[src/hdl/assert_macros.svh]
// Assertion macros for the warp grid sampler RTL.
// Depends on a clock named i_clk and an active-low reset named i_rst_n.
`ifndef ASSERT_MACROS_SVH
`define ASSERT_MACROS_SVH

// Same-cycle implication.
`define WGBS_ASSERT_NOW(lbl, a, c) \
    lbl: assert property (@(posedge i_clk) disable iff (!i_rst_n) (a) |-> (c)) \
        else $error("assertion failed");

// Next-cycle implication.
`define WGBS_ASSERT_NEXT(lbl, a, c) \
    lbl: assert property (@(posedge i_clk) disable iff (!i_rst_n) (a) |=> (c)) \
        else $error("assertion failed");

`endif

[src/hdl/wgbs_fifo.sv]
// Small first-in first-out queue of registers.
// Standalone; used between front and back and on the result side.
module wgbs_fifo #(
    parameter int W     = 8,
    parameter int DEPTH = 4
) (
    input  logic                         i_clk,
    input  logic                         i_rst_n,
    input  logic                         i_push,
    input  logic [W-1:0]                 i_data,
    output logic                         o_full,
    input  logic                         i_pop,
    output logic [W-1:0]                 o_data,
    output logic                         o_empty,
    output logic [$clog2(DEPTH+1)-1:0]   o_count
);
    localparam int PW = (DEPTH > 1) ? $clog2(DEPTH) : 1;
    localparam int NW = $clog2(DEPTH+1);

    logic [W-1:0]  r_mem [DEPTH];
    logic [PW-1:0] r_wp, n_wp, r_rp, n_rp;
    logic [NW-1:0] r_cnt, n_cnt;
    logic          do_push, do_pop;

    assign o_full  = (r_cnt == NW'(DEPTH));
    assign o_empty = (r_cnt == '0);
    assign o_count = r_cnt;
    assign o_data  = r_mem[r_rp];
    assign do_push = i_push && !o_full;
    assign do_pop  = i_pop && !o_empty;

    always_comb begin
        n_wp  = r_wp;
        n_rp  = r_rp;
        if (do_push) begin
            n_wp = (r_wp == PW'(DEPTH-1)) ? '0 : r_wp + 1'b1;
        end
        if (do_pop) begin
            n_rp = (r_rp == PW'(DEPTH-1)) ? '0 : r_rp + 1'b1;
        end
        n_cnt = r_cnt + NW'(do_push) - NW'(do_pop);
    end

    always_ff @(posedge i_clk) begin
        if (!i_rst_n) begin
            r_wp  <= '0;
            r_rp  <= '0;
            r_cnt <= '0;
        end else begin
            r_wp  <= n_wp;
            r_rp  <= n_rp;
            r_cnt <= n_cnt;
        end
    end

    always_ff @(posedge i_clk) begin
        if (do_push) begin
            r_mem[r_wp] <= i_data;
        end
    end

endmodule

[config.mk]
export PLATFORM = sky130hd
export DESIGN_NAME = wgbs_fifo
export DESIGN_NICKNAME = d
export VERILOG_FILES = /design/src/hdl/assert_macros.svh /design/src/hdl/wgbs_fifo.sv
export SDC_FILE = /design/constraint.sdc
export NUM_CORES = 1
export LEC_CHECK = 0
export BUFFER_PORTS_ARGS = -buffer_cell sky130_fd_sc_hd__buf_4
export CAP_MARGIN = 25
export CELL_PAD_IN_SITES_DETAIL_PLACEMENT = 0
export CELL_PAD_IN_SITES_GLOBAL_PLACEMENT = 1
export CORE_UTILIZATION = 50
export DETAILED_ROUTE_END_ITERATION = 8
export GPL_TIMING_DRIVEN = 0
export PLACE_DENSITY_LB_ADDON = 0.1
export SLEW_MARGIN = 10
export SYNTH_ARGS = -nofsm -noshare
export SYNTH_HDL_FRONTEND = slang
export SYNTH_SLANG_ARGS = --single-unit
[constraint.sdc]
create_clock -name i_clk -period 3.07 [get_ports i_clk]
set_input_delay 0.1535 -clock i_clk [delete_from_list [all_inputs] [get_ports i_clk]]
set_output_delay 0.1535 -clock i_clk [all_outputs]
set_load 0.005 [all_outputs]
==> impl_metrics.json <==
{
  "startpoint_type": "flop",
  "fin_hold_ws_ns": 0.114,
  "final_cells": 179,
  "gr-total-overflow": 0,
  "hpwl_mm": 1.67,
  "synth-seq-cells": 41,
  "yosys_warnings": 0,
  "nets": 154,
  "min_period_ns": 2.26,
  "cts_resized": 0,
  "cts_tree": "built",
  "grt_pass1_wl_mm": 3.91,
  "fp.dieArea_um2": 3550,
  "critical_path.slowest_cell": "o31ai_2",
  "vias": 859,
  "drive_gt1_frac": 0.356,
  "critPathArrivalTime_ns": 2.49,
  "synth_top_area_share": 0.579,
  "numCtsBuffers": 5,
  "fmax_ghz": 0.442,
  "timing.critical_path.fanout_max": 5,
  "power.total_mw": 1.40,
  "leakagePower_nw": 0.761,
  "syn-num-nets": 115,
  "drt-initial-drc-count": 22,
  "clock_latency_ns": 0.33,
  "seq_area_frac_synth": 0.688,
  "critical_path_class": "reg -> reg",
  "maxCapViolCount": 0,
  "fin_worst_skew_ns": 0.00826,
  "crit_path_max_incr_delay_ns": 0.41,
  "initial_utilization": 0.535,
  "fill_cells": 253,
  "cts-root-buf": "clkbuf_4",
  "placedCellCount": 163,
  "htreeDepth": 2,
  "area_delta_synth_final_pct": 22.3,
  "syn_inst": 95,
  "vias_per_cell": 4.80,
  "outcome": "finished clean",
  "route.detailed.drc": 0,
  "cp.required_ns": 3.30,
  "synth-main-ff-cell": "edfxtp_1",
  "synth_area_leaders": "edfxtp_1, dfxtp_1, mux4_2",
  "port_buffers": 24,
  "synth_top_cell_by_area": "edfxtp_1",
  "grt_pass1_vias": 877,
  "wl_mm": 2.47,
  "place_congestion": 0.674,
  "synth_edf_count": 32,
  "cp-end-kind": "flop",
  "ys_types": 21,
  "die_w_um": 59.6,
  "path_cells": "o31ai_2, inv_1, ha_1, inv_1, ha_1, fa_1, xnor2_1, xnor2_1, and2_1",
  "clk_pin_slew_ns": 0.12,
  "core_um2": 3100,
  "ant_nets": 0,
  "powerDensity_nw_per_um2": 692,
  "peakVddDrop_uv": 382,
  "syn_area_um2": 1660,
  "track_usage": 0.166,
  "finalSetupViolCount": 0,
  "antenna_found_initial": 0,
  "antenna-diode-count": 0,
  "worst_pin_slew_ns": 0.518,
  "avgSynthCellArea_um2": 17.5,
  "max-slew-margin-rel": 0.655,
  "fp.dieH_um": 59.6,
  "finalSetupTns_ns": 0,
  "clkSinkCount": 41,
  "hold_class": "in -> reg",
  "hold_viol": 0,
  "post-route-period-util": 0.737,
  "synth_top_cells_by_count": "edfxtp_1, dfxtp_1, mux4_2",
  "synth.most_common_cell": "edfxtp_1",
  "grt_max_degree": 14,
  "async_flop_share": 0,
  "clock_path_buffers": 2,
  "wire_per_inst_um": 13.8,
  "drtPass1Iterations": 4,
  "io_pins": 25,
  "rsz0062_at_grt": "no",
  "finalMaxSlewViolations": 0,
  "rows": 20
}
## state kept, by name, indices dropped and copies added, names as in the netlist, named ones only
name and cells:
r_mem 32, o_count 3, r_rp 2, r_wp 2
## logic make-up after synthesis
kind of cell / synth area share
xor+xnor: 0.0106
fa+ha+maj: 0.0649
buf+inv: 0.0302
compound gates: 0.0136
simple gates: 0.0724
flops: 0.688
mux: 0.121
## report_power, final
part	internal, mW	leakage, nW	total [mW]	switching [mW]
Clock	0.0865	0.0310	0.250	0.164
Combinational	0.250	0.363	0.428	0.178
Sequential	0.681	0.367	0.726	0.0452
Total	1.02	0.761	1.40	0.387
## per-stage QoR
stage               instance area (um2)  utilization  setup slack [ns]
floorplan                          1660            -             0.940
global placement                   1890        0.610             0.824
detailed placement                 1890        0.610             0.803
CTS                                1960        0.631             0.783
global route                       2030        0.654             0.642
finish                             2030        0.654             0.807
## final timing paths
| path | start | to | slack [ns] | cells after the start |
|---|---|---|---|---|
| hold / removal | i_rst_n | r_rp[1] | 0.11 | 3 |
| setup / recovery | o_count[1] | o_count[2] | 0.81 | 9 |
| hold reg to reg | r_wp[1] | r_wp[1] | 0.50 | 2 |
| setup reg to reg | o_count[1] | o_count[2] | 0.81 | 9 |
## per-layer routing
metal	global-route usage	part of all wire	wire length [um]
met2	0.287	0.54	1340
met5	0	0	0
met4	0.0698	0.0097	24
met3	0.0655	0.018	44
met1	0.179	0.43	1060
## final cells by class
type / instances / area [um2] / area share
inverters: 7 / 26.3 / 0.0129
repair buffers: 32 / 260 / 0.128
plain buffers: 4 / 23.8 / 0.0117
multi-input cells: 43 / 468 / 0.231
clock inverters: 3 / 17.5 / 0.00863
well taps: 44 / 55.1 / 0.0271
clock buffers: 5 / 37.5 / 0.0185
flip-flops and latches: 41 / 1140 / 0.562
## worst max-delay path: cells and delay by family (launching register included)
family                   cells  cell delay (ns)
adder cells (fa/ha/maj)      3             0.84
XOR/XNOR                     2             0.27
AND/OR/NAND/NOR              1             0.15
flip-flops                   1             0.38
buffers and inverters        2             0.13
AO/OA/AOI/OAI                1             0.41
## repair_timing
item	in CTS	in global routing
endpoints found under the hold margin	4	28
setup buffers	0	0
hold buffers	1	7
## cell usage in the layout, fill, tap and decap left out, drive strengths merged
master,netlist,routed
buf,2,26
nor2,2,2
clkbuf,2,7
nor3,1,1
nand3,2,2
edfxtp,32,32
fa,1,1
clkinvlp,0,1
nor3b,1,1
nand2,6,6
and2,7,7
nor2b,1,1
xnor2,2,2
inv,7,7
o31ai,1,1
ha,7,7
clkinv,0,2
mux2i,2,2
mux4,8,8
o21ai,2,2
dlygate4sd3,0,8
dfxtp,9,9
No activity file was read; power rests on OpenSTA's default activity.
