$ cat config.mk
export PLATFORM = sky130hd
export DESIGN_NAME = wgbs_front
export DESIGN_NICKNAME = d
export VERILOG_FILES = /design/src/hdl/assert_macros.svh /design/src/hdl/wgbs_pkg.sv /design/src/hdl/wgbs_front.sv
export SDC_FILE = /design/constraint.sdc
export NUM_CORES = 1
export LEC_CHECK = 0
export ABC_AREA = 0
export BUFFER_PORTS_ARGS = -buffer_cell sky130_fd_sc_hd__buf_2
export CAP_MARGIN = 20
export CORE_ASPECT_RATIO = 2
export CORE_MARGIN = 2
export CORE_UTILIZATION = 27
export DETAILED_ROUTE_END_ITERATION = 8
export GPL_ROUTABILITY_DRIVEN = 0
export GPL_TIMING_DRIVEN = 0
export PLACE_DENSITY = 0.86
export SLEW_MARGIN = 15
export SYNTH_ARGS = -nofsm -noshare
export SYNTH_HDL_FRONTEND = slang
export SYNTH_SLANG_ARGS = --single-unit
$ cat constraint.sdc
create_clock -name vclk -period 1.17
set_clock_uncertainty 0.15 [all_clocks]
set_input_delay 0.234 -clock vclk [all_inputs]
set_output_delay 0.234 -clock vclk [all_outputs]
set_load 0.1 [all_outputs]
$ cat src/hdl/assert_macros.svh
// Assertion macros for the warp grid sampler RTL.
// Depends on a clock named i_clk and an active-low reset named i_rst_n.
`ifndef ASSERT_MACROS_SVH
`define ASSERT_MACROS_SVH

// Same-cycle implication.
`define WGBS_ASSERT_NOW(lbl, a, c) \
    lbl: assert property (@(posedge i_clk) disable iff (!i_rst_n) (a) |-> (c)) \
        else $error("assertion failed");

// Next-cycle implication.
`define WGBS_ASSERT_NEXT(lbl, a, c) \
    lbl: assert property (@(posedge i_clk) disable iff (!i_rst_n) (a) |=> (c)) \
        else $error("assertion failed");

`endif

$ cat src/hdl/wgbs_pkg.sv
// Shared types and constants of the warp grid bilinear sampler.
// No dependencies.
package wgbs_pkg;

    localparam int GRID_N_DEF  = 32;
    localparam int MID_DEPTH   = 4;
    localparam int OUT_DEPTH   = 16;
    localparam int PIPE_STAGES = 7;

    localparam logic [1:0] CFG_ENABLE = 2'd0;
    localparam logic [1:0] CFG_MARGIN = 2'd1;
    localparam logic [1:0] CFG_ISPAN  = 2'd2;

    localparam logic [16:0] ONE_Q16 = 17'h10000;
    localparam logic signed [19:0] MIN20 = -20'sd524288;
    localparam logic signed [19:0] MAX20 = 20'sd524287;

    localparam logic OP_WRITE  = 1'b0;
    localparam logic OP_SAMPLE = 1'b1;

    typedef enum logic [1:0] {
        K_WRITE,
        K_GRID,
        K_PASS
    } t_kind;

    typedef struct packed {
        t_kind              kind;
        logic [1:0]         ch;
        logic [4:0]         col;
        logic [4:0]         row;
        logic signed [19:0] a;
        logic signed [19:0] b;
    } t_item;

    typedef struct packed {
        logic        enable;
        logic [15:0] margin;
        logic [16:0] ispan;
    } t_cfg;

    typedef struct packed {
        logic signed [19:0] x;
        logic signed [19:0] y;
    } t_result;

endpackage

$ cat src/hdl/wgbs_front.sv
// Front end: classifies incoming words into node writes, grid samples and pass-through.
// Depends on wgbs_pkg.
module wgbs_front #(
    parameter int GRID_N = wgbs_pkg::GRID_N_DEF
) (
    input  logic                i_enable,
    input  logic                i_opcode,
    input  logic [1:0]          i_channel,
    input  logic [4:0]          i_node_col,
    input  logic [4:0]          i_node_row,
    input  logic signed [19:0]  i_node_u,
    input  logic signed [19:0]  i_node_v,
    input  logic signed [19:0]  i_query_x,
    input  logic signed [19:0]  i_query_y,
    output logic                o_keep,
    output wgbs_pkg::t_item     o_item
);
    import wgbs_pkg::*;

    logic [7:0] col8, row8;
    logic       ch_ok;

    assign col8  = {3'b000, i_node_col};
    assign row8  = {3'b000, i_node_row};
    assign ch_ok = (i_channel != 2'd3);

    always_comb begin
        o_item.ch  = i_channel;
        o_item.col = i_node_col;
        o_item.row = i_node_row;
        if (i_opcode == OP_WRITE) begin
            o_item.kind = K_WRITE;
            o_item.a    = i_node_u;
            o_item.b    = i_node_v;
            o_keep      = ch_ok && (col8 < 8'(GRID_N)) && (row8 < 8'(GRID_N));
        end else begin
            o_item.kind = (i_enable && ch_ok) ? K_GRID : K_PASS;
            o_item.a    = i_query_x;
            o_item.b    = i_query_y;
            o_keep      = 1'b1;
        end
    end

endmodule

==> results.yml, run 1 <==
outcome:
  status: "finished with violations"
  violations: "setup timing"
place:
  port_buffers: 138
  dp.cells: 228
  dp_hpwl_um: 2690
  pre_cts_slack_ps: -343
cells_and_area:
  finalNonFillerCells: 233
  clkbuf_count: 0
  areaGrowthSynthToFinish_pct: 195
  final_util_pct: 84.1
  flops_and_latches: 0
  n_fill_cell: 138
  multi_input_area_sq_um: 643
  antenna_cells: 0
  drive_above_1_share_pct: 100
  nNetsFinal: 300
  regArea_sq_um: 0
die:
  floorplan.initialDensity_pct: 28.5
  io_pins: 149
  die_h_um: 80.5
  dieArea_sq_mm: 0.00340
  die_w_um: 42.2
  row_count: 27
  core_sq_mm: 0.00277
drt:
  totalWireLength_um: 4460
  num_vias: 1099
  drtIter0Drc: 2
  drt_drc_violations_left: 0
  wl_per_cell_um: 19.1
  ant_nets: 0
  avgViaCountPerCell: 4.72
  drtPass1Iterations: 2
job:
  drv_cap: 0
grt:
  grt_pass1_vias: 1200
  met1_usage_pct: 22.0
  grt_overflow: 0
  grt_max_degree: 8
  use_met2_pct: 53.8
  antenna_found_initial: 0
  grt_util_all_layers_pct: 24.9
  grt.busiest_layer: "met2"
  use_met3_pct: 3.82
  grt_pass1_wl_um: 6330
power_and_ir_drop:
  p_per_area_mw_per_mm2: 898
  power_uw: 2090
  ir_worst_vdd_mv: 0.585
  p_leak_uw: 0.00128
clocking:
  cts_setup_buffers: 0
  ctsHoldBuffers: 0
critical_path:
  slowest_delay_ps: 320
  end_kind: "output port"
  cp_max_fo: 7
  worst_ep_required_time_ps: 790
  cp.depth: 4
  crit_type: "primary input to output port"
  endpoint: "o_item[12]"
  crit_arrival_ps: 1000
  crit_buf_inv: 3
  slowest_stage: "mux2_4"
  startpoint: "i_opcode"
  cp-start-kind: "primary input"
  cp_top_family: "buffers and inverters"
  path_cells: "buf_12 > buf_12 > mux2_4 > buf_12"
  crit_path_frequent_cell: "buf_12"
synthesis:
  synthCells: 61
  synth_warnings: 0
  yosys.area.top_type: "mux2_4"
  avgSynthCellArea_sq_um: 12.9
  synth_top_area_share_pct: 70.4
  synth_nets: 155
  synthTopCellsByCount: "mux2_4 (37), buf_4 (12), buf_12 (3), mux2_2 (3)"
  syn-cell-area_sq_um: 790
  synth.distinct_cells: 10
  ys_seq_area_share_pct: 0
  synth_most_common_cell: "mux2_4"
  synthTopCellsByArea: "mux2_4 (70%), buf_4 (11%), buf_12 (7.6%)"
sta:
  fin_ws_ps: -213
  timing.slew.headroom_pct: 67.0
  hold_viol_final: 0
  max_freq_mhz: 723
  rsz0062_at_grt: "true"
  fin_hold_ws_ps: 669
  post-route-period-util_pct: 118
  fin_crit_ps: 1380
  finalMaxSlewViolations: 0
  max_slew.worst_pin.slew_ps: 498
  finalSetupViolations: 43
hold_path:
  whs_path_depth: 3
  hold_path.class: "primary input to output port"
## tightest hold or removal path, delay by kind of cell
| family | cells | cell delay [ps] |
|---|---|---|
| buffers and inverters | 2 | 280 |
| AO/OA/AOI/OAI | 1 | 60 |
## through the flow
step | area, sq um | setup TNS, ps
floorplan | 811 | -6380
global placement | 1540 | -13430
detailed placement | 1540 | -13630
CTS | 2320 | -7600
global route | 2330 | -8120
finish | 2330 | -7620
## worst min path at each step
stage | from | endpoint | slack (ps)
after floorplan | i_enable | o_item[53] | 480
after global placement | i_node_row[4] | o_item[44] | 700
after detailed placement | i_node_col[1] | o_item[46] | 700
after CTS | i_enable | o_item[53] | 640
after global routing | i_enable | o_item[53] | 680
final | i_enable | o_item[53] | 670
## where the power goes
group / internal, uW / switching, uW / leakage (uW)
registers: 0 / 0 / 0
clock network: 0 / 0 / 0
logic: 809 / 1280 / 0.00128
total: 809 / 1280 / 0.00128
## cells by family after synthesis
group,synth area share [%]
AO/OA/AOI/OAI,0.951
buffers and inverters,22.3
multiplexers,74.6
AND/OR/NAND/NOR,2.06
## cells in the final DEF, fill, tap and decap left out
cell and count:
buf_4 14, buf_6 2, buf_2 93, mux2_2 2
a21boi_4 1, nand2_4 1, mux2_4 38, or2_4 1
buf_16 5, and3_4 1, buf_12 46
## routing by layer
metal	part of all wire [%]	vias up
met1	27	494
met5	0	-
met4	3.0	0
li1	-	498
met2	61	95
met3	8.3	12
## layout make-up
class                      count  share of cell area [%]
timing repair buffer         143                    62.7
multi-input combinational     44                    27.6
tap                           29                    1.56
buffer                        17                    8.16
## timing repair
| item | in CTS | in global routing |
|---|---|---|
| endpoints found under the setup margin | 45 | 43 |
| pin swaps | 0 | 0 |
| gates cloned | 5 | 0 |
| hold endpoints to repair | 0 | 0 |
| gates resized for setup | 179 | 2 |
No activity file was read; power rests on OpenSTA's default activity.
==> run 2: changes to the inputs <==
- MAX_ROUTING_LAYER: not set -> met4
==> results.yml, run 2 (synthesis results as in run 1) <==
outcome:
  status: "finished with violations"
  violations: "setup timing"
die:
  row_count: 27
  io_pins: 149
  die_h_um: 80.5
  core_sq_mm: 0.00277
  dieArea_sq_mm: 0.00340
  die_w_um: 42.2
  floorplan.initialDensity_pct: 28.5
cells_and_area:
  multi_input_area_sq_um: 643
  antenna_cells: 0
  clkbuf_count: 0
  regArea_sq_um: 0
  flops_and_latches: 0
  final_common_cell: "buf_2"
  design_area_sq_mm: 0.00233
  drive_above_1_share_pct: 100
  nNetsFinal: 300
  n_fill_cell: 138
  final_cell_mix: "buf_2 (93), buf_12 (46), mux2_4 (38)"
  areaGrowthSynthToFinish_pct: 195
place:
  port_buffers: 138
  dp_hpwl_um: 2690
  placed_cell_area_sq_mm: 0.00154
power_and_ir_drop:
  p_per_area_mw_per_mm2: 898
  p_leak_uw: 0.00128
  ir_worst_vdd_mv: 0.585
drt:
  avgViaCountPerCell: 4.70
  wl_per_cell_um: 19.2
  drtIter0Drc: 2
  drtPass1Iterations: 2
  totalWireLength_um: 4470
  drt_drc_violations_left: 0
  ant_nets: 0
  num_vias: 1096
sta:
  fin_crit_ps: 1380
  post-route-period-util_pct: 118
  timing.slew.headroom_pct: 67.0
  fin_hold_ws_ps: 670
  hold_viol_final: 0
  finalMaxSlewViolations: 0
  rsz0062_at_grt: "true"
  max_freq_mhz: 724
  max_slew.worst_pin.slew_ps: 498
  fin_ws_ps: -211
  finalSetupViolations: 43
grt:
  grt_pass1_vias: 1199
  grt_max_degree: 8
  antenna_found_initial: 0
  grt_util_all_layers_pct: 25.7
  grt_pass1_wl_um: 6350
  grt_overflow: 0
clocking:
  ctsHoldBuffers: 0
  cts_setup_buffers: 0
job:
  drv_cap: 0
critical_path:
  crit_type: "primary input to output port"
  cp-start-kind: "primary input"
  crit_arrival_ps: 1000
  endpoint: "o_item[12]"
  worst_ep_required_time_ps: 790
  startpoint: "i_opcode"
  cp_max_fo: 7
  end_kind: "output port"
hold_path:
  hold_path.class: "primary input to output port"
## run 2: cell counts in the layout (fill, tap and decap cells not counted)
No cell type changed its count.
## run 2: critical path, cell delays in order
cell and delay [ps]:
buf_12 130, buf_12 140, mux2_4 320, buf_12 170
## run 2: how the worst min path moves through the flow
stage / cells after the start / slack, ps / endpoint / start
finish: 3 / 670 / o_item[53] / i_enable
CTS: 3 / 640 / o_item[53] / i_enable
global route: 3 / 680 / o_item[53] / i_enable
detailed placement: 2 / 700 / o_item[46] / i_node_col[1]
global placement: 2 / 700 / o_item[44] / i_node_row[4]
floorplan: 1 / 480 / o_item[53] / i_enable
## run 2: where the power goes
group	total (uW)	leakage [uW]	switching, uW	internal, uW
Clock	0	0	0	0
Combinational	2090	0.00128	1280	809
Sequential	0	0	0	0
## run 2: area by class of cell
cell class | instances | area share (%)
Timing Repair Buffer | 143 | 62.7
Multi-Input combinational cell | 44 | 27.6
Buffer | 17 | 8.16
Tap cell | 29 | 1.56
## run 2: stage by stage
step	util (%)	setup TNS, ps	setup WS [ps]	power, uW	std cells
after floorplan	-	-6380	-295	1320	61
after global placement	55.5	-13430	-334	1560	228
after detailed placement	55.5	-13630	-343	1580	228
after CTS	83.8	-7600	-202	2060	233
after global routing	84.1	-8140	-220	2130	233
final	84.1	-7650	-211	2090	233
## run 2: routing by layer
layer	track usage, %	vias to the layer above	part of all wire (%)	wire [um]
li1	-	498	-	-
met2	54.3	95	62	2750
met1	22.9	493	28	1260
met4	5.63	0	2.5	113
met5	-	-	0	0
met3	2.92	10	7.8	347
## run 2: repair_timing
action / CTS / global route
setup endpoints to repair: 45 / 43
hold endpoints to repair: 0 / 0
pin swaps: 0 / 0
resized for setup: 179 / 2
cloned: 5 / 0
==> run 3: changes to the inputs <==
==> constraint.sdc (replaced) <==
create_clock -name vclk -period 1.17
set_clock_uncertainty 0.15 [all_clocks]
set_input_delay 0.1755 -clock vclk [all_inputs]
set_output_delay 0.1755 -clock vclk [all_outputs]
set_load 0.1 [all_outputs]
==> results.yml, run 3 (synthesis results as in run 1) <==
outcome:
  status: "finished with violations"
  violations: "setup timing"
cells_and_area:
  finalNonFillerCells: 233
  clkbuf_count: 0
  antenna_cells: 0
  final_cell_mix: "buf_2 (95), buf_12 (44), mux2_4 (37)"
  final_util_pct: 82.9
  drive_above_1_share_pct: 100
  areaGrowthSynthToFinish_pct: 191
  flops_and_latches: 0
  nNetsFinal: 300
  final_common_cell: "buf_2"
  regArea_sq_um: 0
sta:
  max_freq_mhz: 786
  rsz0062_at_grt: "true"
  hold_viol_final: 0
  finalMaxSlewViolations: 0
  finalSetupViolations: 38
  final.setup.tns_ps: -2790
  max_slew.worst_pin.slew_ps: 492
  post-route-period-util_pct: 109
  fin_crit_ps: 1270
  fin_ws_ps: -102
  timing.slew.headroom_pct: 67.4
place:
  pre_cts_slack_ps: -225
  port_buffers: 138
  dp_hpwl_um: 2780
  dp.cells: 228
critical_path:
  end_kind: "output port"
  crit_arrival_ps: 950
  slowest_stage: "mux2_4"
  worst_ep_required_time_ps: 840
  cp_top_family: "buffers and inverters"
  cp_max_fo: 7
  path_cells: "buf_12 > buf_16 > mux2_4 > buf_12"
  slowest_delay_ps: 320
  crit_buf_inv: 3
  crit_type: "primary input to output port"
  crit_path_frequent_cell: "buf_12"
  cp-start-kind: "primary input"
die:
  core_sq_mm: 0.00277
  floorplan.initialDensity_pct: 28.5
  row_count: 27
  die_h_um: 80.5
  io_pins: 149
  dieArea_sq_mm: 0.00340
  die_w_um: 42.2
power_and_ir_drop:
  internal_power_uw: 794
  power_frac_seq_pct: 0
  p_clk_share_pct: 0
  p_leak_uw: 0.00127
  ir_worst_vdd_mv: 0.584
  combPwrFrac_pct: 100.0
  p_switching_uw: 1280
  p_per_area_mw_per_mm2: 904
  swShare_pct: 61.7
drt:
  totalWireLength_um: 4490
  drt_drc_violations_left: 0
  wl_per_cell_um: 19.3
  num_vias: 1128
  ant_nets: 0
  drtIter0Drc: 11
  drtPass1Iterations: 4
  avgViaCountPerCell: 4.84
grt:
  grt_overflow: 0
  antenna_found_initial: 0
  grt_util_all_layers_pct: 25.2
  grt_max_degree: 8
  grt_pass1_vias: 1262
  grt_pass1_wl_um: 6270
hold_path:
  hold_path.class: "primary input to output port"
job:
  drv_cap: 0
clocking:
  ctsHoldBuffers: 0
## run 3: cell counts in the layout (fill, tap and decap cells not counted)
No cell type changed its count.
## run 3: repair_timing
item	in CTS	in global routing
cloned	5	0
endpoints found under the setup margin	43	42
buffers inserted	0	0
pin swaps	1	0
resized for setup	169	3
## run 3: per-layer routing
metal | up-vias | part of all wire [%] | global-route usage, %
li1 | 501 | - | -
met1 | 503 | 26 | 19.7
met2 | 110 | 60 | 53.4
met3 | 14 | 10 | 5.39
met4 | 0 | 3.6 | 8.44
met5 | - | 0 | -
## run 3: path summary, 6_finish.rpt
kind          to  cells past startpoint      from  slack (ps)
max   o_item[12]                      4  i_opcode        -100
min   o_item[53]                      3  i_enable         540
## run 3: cell type report
cell class | instances | area, sq um
tap | 29 | 36.3
fill | 157 | 474
multi-input combinational | 44 | 631
buffer | 17 | 190
timing repair buffer | 143 | 1440
## run 3: power groups by stage
stage	combinational, uW	sequential (uW)	clock (uW)
final	2080	0	0
after global routing	2110	0	0
after CTS	2040	0	0
after global placement	1560	0	0
after floorplan	1320	0	0
after detailed placement	1580	0	0
## run 3: stage by stage
stage / hold WS (ps) / power, uW / area (sq um)
after detailed placement: 585 / 1580 / 1540
after global routing: 557 / 2110 / 2300
after CTS: 542 / 2040 / 2280
final: 540 / 2080 / 2300
after floorplan: 361 / 1320 / 811
after global placement: 585 / 1560 / 1540
## run 3: worst min-delay path, stage by stage
cell	delay, ps
buf_2	110
a21boi_4	50
buf_6	180
